===== src/design/mcw_pkg.sv =====
package mcw_pkg;

    localparam int STATE_W    = 4;
    localparam int NUM_STATES = 1 << STATE_W;
    localparam int SLOT_W     = 2 * STATE_W;
    localparam int NUM_SLOTS  = NUM_STATES * NUM_STATES;

    localparam int PROB_FRAC_BITS = 16;
    localparam int PROB_W         = PROB_FRAC_BITS + 1;
    localparam int TOTAL_W        = PROB_W + STATE_W;

    localparam logic [TOTAL_W-1:0] ONE_FIXED = TOTAL_W'(1) << PROB_FRAC_BITS;

    localparam int OP_W = 2;
    localparam logic [OP_W-1:0] OP_LOAD  = 2'd0;
    localparam logic [OP_W-1:0] OP_STEP  = 2'd1;
    localparam logic [OP_W-1:0] OP_PLACE = 2'd2;

    localparam int STATUS_W = 2;
    localparam logic [STATUS_W-1:0] ST_OK        = 2'd0;
    localparam logic [STATUS_W-1:0] ST_REFUSED   = 2'd1;
    localparam logic [STATUS_W-1:0] ST_DUPLICATE = 2'd2;

    typedef struct packed {
        logic clear;
        logic insert;
        logic shift;
    } sort_ctrl_t;

    typedef struct packed {
        logic               valid;
        logic               next_valid;
        logic [STATE_W-1:0] dest;
        logic [PROB_W-1:0]  chance;
    } sort_head_t;

endpackage


===== src/design/mcw_sorter.sv =====
module mcw_sorter (
    input  logic                        clk,
    input  logic                        rst_n,
    input  mcw_pkg::sort_ctrl_t         ctrl,
    input  logic [mcw_pkg::STATE_W-1:0] ins_dest,
    input  logic [mcw_pkg::PROB_W-1:0]  ins_chance,
    output mcw_pkg::sort_head_t         head
);

    import mcw_pkg::*;

    logic [NUM_STATES-1:0] valid_reg;
    logic [PROB_W-1:0]     chance_reg [NUM_STATES];
    logic [STATE_W-1:0]    dest_reg   [NUM_STATES];

    logic [NUM_STATES-1:0] ahead;
    logic [NUM_STATES-1:0] ahead_prev;
    logic [NUM_STATES-1:0] valid_prev;
    logic [NUM_STATES-1:0] valid_succ;
    logic [PROB_W-1:0]     chance_prev [NUM_STATES];
    logic [PROB_W-1:0]     chance_succ [NUM_STATES];
    logic [STATE_W-1:0]    dest_prev   [NUM_STATES];
    logic [STATE_W-1:0]    dest_succ   [NUM_STATES];

    // ties keep the earlier (lower) destination in front
    always_comb
    begin
        for (int s = 0; s < NUM_STATES; s++)
        begin
            ahead[s] = !valid_reg[s] || (ins_chance > chance_reg[s]);
        end
        ahead_prev[0]  = 1'b0;
        valid_prev[0]  = 1'b0;
        chance_prev[0] = '0;
        dest_prev[0]   = '0;
        for (int s = 1; s < NUM_STATES; s++)
        begin
            ahead_prev[s]  = ahead[s-1];
            valid_prev[s]  = valid_reg[s-1];
            chance_prev[s] = chance_reg[s-1];
            dest_prev[s]   = dest_reg[s-1];
        end
        for (int s = 0; s < NUM_STATES - 1; s++)
        begin
            valid_succ[s]  = valid_reg[s+1];
            chance_succ[s] = chance_reg[s+1];
            dest_succ[s]   = dest_reg[s+1];
        end
        valid_succ[NUM_STATES-1]  = 1'b0;
        chance_succ[NUM_STATES-1] = '0;
        dest_succ[NUM_STATES-1]   = '0;
    end

    always_ff @(posedge clk or negedge rst_n)
    begin
        if (!rst_n)
        begin
            valid_reg <= '0;
        end
        else if (ctrl.clear)
        begin
            valid_reg <= '0;
        end
        else if (ctrl.shift)
        begin
            valid_reg <= valid_succ;
        end
        else if (ctrl.insert)
        begin
            for (int s = 0; s < NUM_STATES; s++)
            begin
                if (ahead_prev[s])
                begin
                    valid_reg[s] <= valid_prev[s];
                end
                else if (ahead[s])
                begin
                    valid_reg[s] <= 1'b1;
                end
            end
        end
    end

    always_ff @(posedge clk)
    begin
        if (ctrl.shift)
        begin
            for (int s = 0; s < NUM_STATES; s++)
            begin
                chance_reg[s] <= chance_succ[s];
                dest_reg[s]   <= dest_succ[s];
            end
        end
        else if (ctrl.insert)
        begin
            for (int s = 0; s < NUM_STATES; s++)
            begin
                if (ahead_prev[s])
                begin
                    chance_reg[s] <= chance_prev[s];
                    dest_reg[s]   <= dest_prev[s];
                end
                else if (ahead[s])
                begin
                    chance_reg[s] <= ins_chance;
                    dest_reg[s]   <= ins_dest;
                end
            end
        end
    end

    assign head.valid      = valid_reg[0];
    assign head.next_valid = valid_reg[1];
    assign head.dest       = dest_reg[0];
    assign head.chance     = chance_reg[0];

endmodule


===== config.mk =====
export PLATFORM = sky130hd
export DESIGN_NAME = mcw_sorter
export DESIGN_NICKNAME = d
export VERILOG_FILES = /design/src/design/mcw_pkg.sv /design/src/design/mcw_sorter.sv
export SDC_FILE = /design/constraint.sdc
export NUM_CORES = 1
export LEC_CHECK = 0
export ABC_AREA = 1
export BUFFER_PORTS_ARGS = -buffer_cell sky130_fd_sc_hd__buf_4
export CORE_ASPECT_RATIO = 1.1
export CORE_MARGIN = 10
export CORE_UTILIZATION = 50
export DETAILED_ROUTE_END_ITERATION = 12
export HOLD_SLACK_MARGIN = 0.08
export PLACE_DENSITY = 0.68
export SYNTH_ARGS = -nofsm -noshare
export SYNTH_HDL_FRONTEND = slang
export SYNTH_SLANG_ARGS = --single-unit

===== constraint.sdc =====
create_clock -name clk -period 2.7 [get_ports clk]
set_clock_uncertainty 0.05 [all_clocks]
set_input_delay 0.54 -clock clk [delete_from_list [all_inputs] [get_ports clk]]
set_output_delay 0.54 -clock clk [all_outputs]
set_load 0.02 [all_outputs]

==> reports/results.ini <==
[status]
status=complete, no violations

[synthesis]
synth_mux_area_share_pct=0
yosysWarnings=0
synth_nets=3827
postSynthCellCount=3529
synth_flop_cell=edfxtp_1
synth-adder-area-share_pct=12.5
synth_top_family_by_area=simple AND/OR/NAND/NOR gates
yosysUniqueCellTypes=39
synth_compound_area_share_pct=4.51
synth.avg_cell_area_sq_um=7.72
synth_edf_count=336
syn_area_sq_um=27200
yosys.area_share.simple_pct=34.1
synthXorXnorAreaFrac_pct=0
postSynth.asyncResetShare_pct=4.55
seq_area_frac_synth_pct=38.5
synth-seq-cells=352

[worst_hold_path]
hold_path_class=input port to register
min_path_cells=4

[placed_design]
hpwl_mm=69.7
io_buffers=48
dp_slack_ns=-0.370
place_congestion=0.964
dpl_cell_area_sq_um=30500

[setup_path]
critPathCapture=chance_reg[0][65]$_DFFE_PP_
crit_path_start=chance_reg[0][50]$_DFFE_PP_
path_cells=inv_1, ha_1, nand2_1, inv_1, nand3_1, nor3_1, buf_4, nand2_1, nand2_1, nand2_1, nand2_2, nand2_1, buf_12, nand3_1, nand3_1
r2r_start=chance_reg[0][50]$_DFFE_PP_
arrival_ns=2.82
critical_path.max_fanout=30
cp_common_cell=nand2_1
cp-start-kind=register
path_class=register to register
worstRegToRegCells=15
setup.worst_path.end_class=register
reg2reg_slack_ns=0.15
max_stage_delay_ns=0.44
cp_data_required_time_ns=2.97
crit_slowest_cell=edfxtp_1
reg2reg_to=chance_reg[0][65]$_DFFE_PP_

[floorplanning]
rows=89
core-area_sq_um=53800
initial_core_util_pct=50.6
die_h_um=265
ios=49
die_x_um=243
die-area_sq_um=64200

[sta]
hold_viol_final=0
rsz0062_at_grt=false
setup_viol=0
worst_pin_slew_ns=0.779
slew_headroom_pct=47.8
max_clock_freq_mhz=392
drv_slew=0
fin_crit_sh_pct=94.5
whs_ns=0.313
setup_slack_ns=0.148
period_minus_slack_ns=2.55

[cells_and_area]
multi_input_area_sq_um=14000
nets=3999
regArea_sq_um=10500
final_util_pct=59.4
layout-drive-gt1-share_pct=13.1
largest_register_ffs=272
design_area_sq_um=31900
fillers=4913
n_antenna_cell=0
areaGrowthSynthToFinish_pct=17.3

[grt]
grt_max_degree=97
track_usage_pct=28.2
grt_pass1_vias=24700
grt_remaining_overflow=0
grt_pass1_wl_mm=143
antenna_found_initial=0

[job]
cap_violations=0

[cts]
cts-root-buf=clkbuf_16
cts_buffers=43
clk_latency_ns=0.58
cts_tree=yes
cts.sinks=352
h-tree-depth=2
cts_buffer_depth=3
clkTransAtPathRegs_ns=0.06

[detailed_routing]
drt_iter0_markers=2888
ant_nets=0
viasPerCell=5.89
drc=0
routedWlPerCell_um=20.8
vias=26300
wirelength_mm=92.8
firstDrtPassIters=7

[power]
irDropWorstVdd_uv=556
p_leak_uw=0.0154
power_density_nw_per_um2=681
p_total_uw=21800

-- cell usage in the layout, fill, tap and decap left out, types with 9 or more instances in the layout --
cell type,netlist,layout
ha_1,272,272
a21oi_1,102,101
nand3_1,633,623
nor3_1,12,12
a21o_1,13,13
inv_1,399,399
nand3_2,7,13
nand2_4,8,9
nand2_1,931,927
clkbuf_1,50,14
nand4_1,248,248
clkbuf_16,0,43
nand3b_1,10,10
edfxtp_1,336,336
clkinv_1,23,29
nor2_2,7,11
nand2_2,12,15
dfrtp_1,16,16
nor2_1,134,129
o21ai_1,60,60
buf_12,0,67
o21ai_0,34,34
inv_2,12,11
buf_4,32,288
-- worst min path at each step --
stage             from                   endpoint
6_report       ctrl[2]   valid_reg[2]$_DFFE_PN0P_
5_1_grt        ctrl[2]   valid_reg[8]$_DFFE_PN0P_
4_1_cts        ctrl[2]   valid_reg[2]$_DFFE_PN0P_
3_5_place_dp     rst_n  valid_reg[10]$_DFFE_PN0P_
3_3_place_gp     rst_n  valid_reg[10]$_DFFE_PN0P_
2_1_floorplan    rst_n   valid_reg[0]$_DFFE_PN0P_
-- metrics by stage --
step | TNS, ns | instances
2_1_floorplan | -5.03 | 3529
5_1_grt | 0 | 4461
6_report | 0 | 4461
4_1_cts | 0 | 4459
3_5_place_dp | -119.05 | 4380
3_3_place_gp | -107.83 | 4380
-- critical path, delay by kind of cell (launching register included) --
family        cells  cell delay, ns
buf+inv           4            0.47
flops             1            0.44
fa+ha+maj         1            0.29
simple gates     10            1.03
-- repair_timing --
action	CTS	global route
hold buffers	1	0
pin swaps	0	0
endpoints found under the hold margin	16	0
setup endpoints to repair	13	151
resized for setup	1	8
setup buffers	1	2
-- kinds of logic after synthesis --
kind of cell	count (synthesis)
and+or+nand+nor	2015
buffers and inverters	664
DFF	352
adders and majority gates	272
AOI/OAI and AO/OA	226
-- area by class of cell --
| class | instances | share of cell area [%] |
|---|---|---|
| Inverter | 434 | 5.11 |
| Multi-Input combinational cell | 2513 | 43.9 |
| Tap cell | 728 | 2.85 |
| Clock inverter | 17 | 0.576 |
| Sequential cell | 352 | 32.8 |
| Clock buffer | 60 | 3.66 |
| Timing Repair Buffer | 357 | 11.0 |
-- layer usage --
metal / GRT usage (%) / share of wire, % / vias up
met4: 14.2 / 5.5 / 0
met2: 45.8 / 46 / 1482
met3: 3.99 / 9.1 / 281
met1: 36.2 / 40 / 12100
li1: - / - / 12400
met5: 0 / 0 / -
-- report_power, final --
group	switching, uW	internal [uW]
combinational	4430	2820
sequential	1100	7620
clock	2400	3390
total	7920	13800
-- synthesized netlist by cell type, drive strengths merged (2+ instances only) --
master  number  area, sq um
a21oi      106          561
edfxtp     336        10100
o21ai       95          479
clkbuf      50          188
nor4b        2         17.5
a21o        13         97.6
nand2      952         3680
nand4      248         1550
nor2       145          609
clkinv      23         86.3
nor3b        2         15.0
nor3        12         60.1
a211oi       5         37.5
nor4         4         31.3
o21a         2         15.0
o21bai       4         30.0
inv        411         1540
nand3b      10         75.1
ha         272         3400
nand3      640         3240
dfrtp       16          400
buf        180         1030
(Power assumes the default switching activity.)
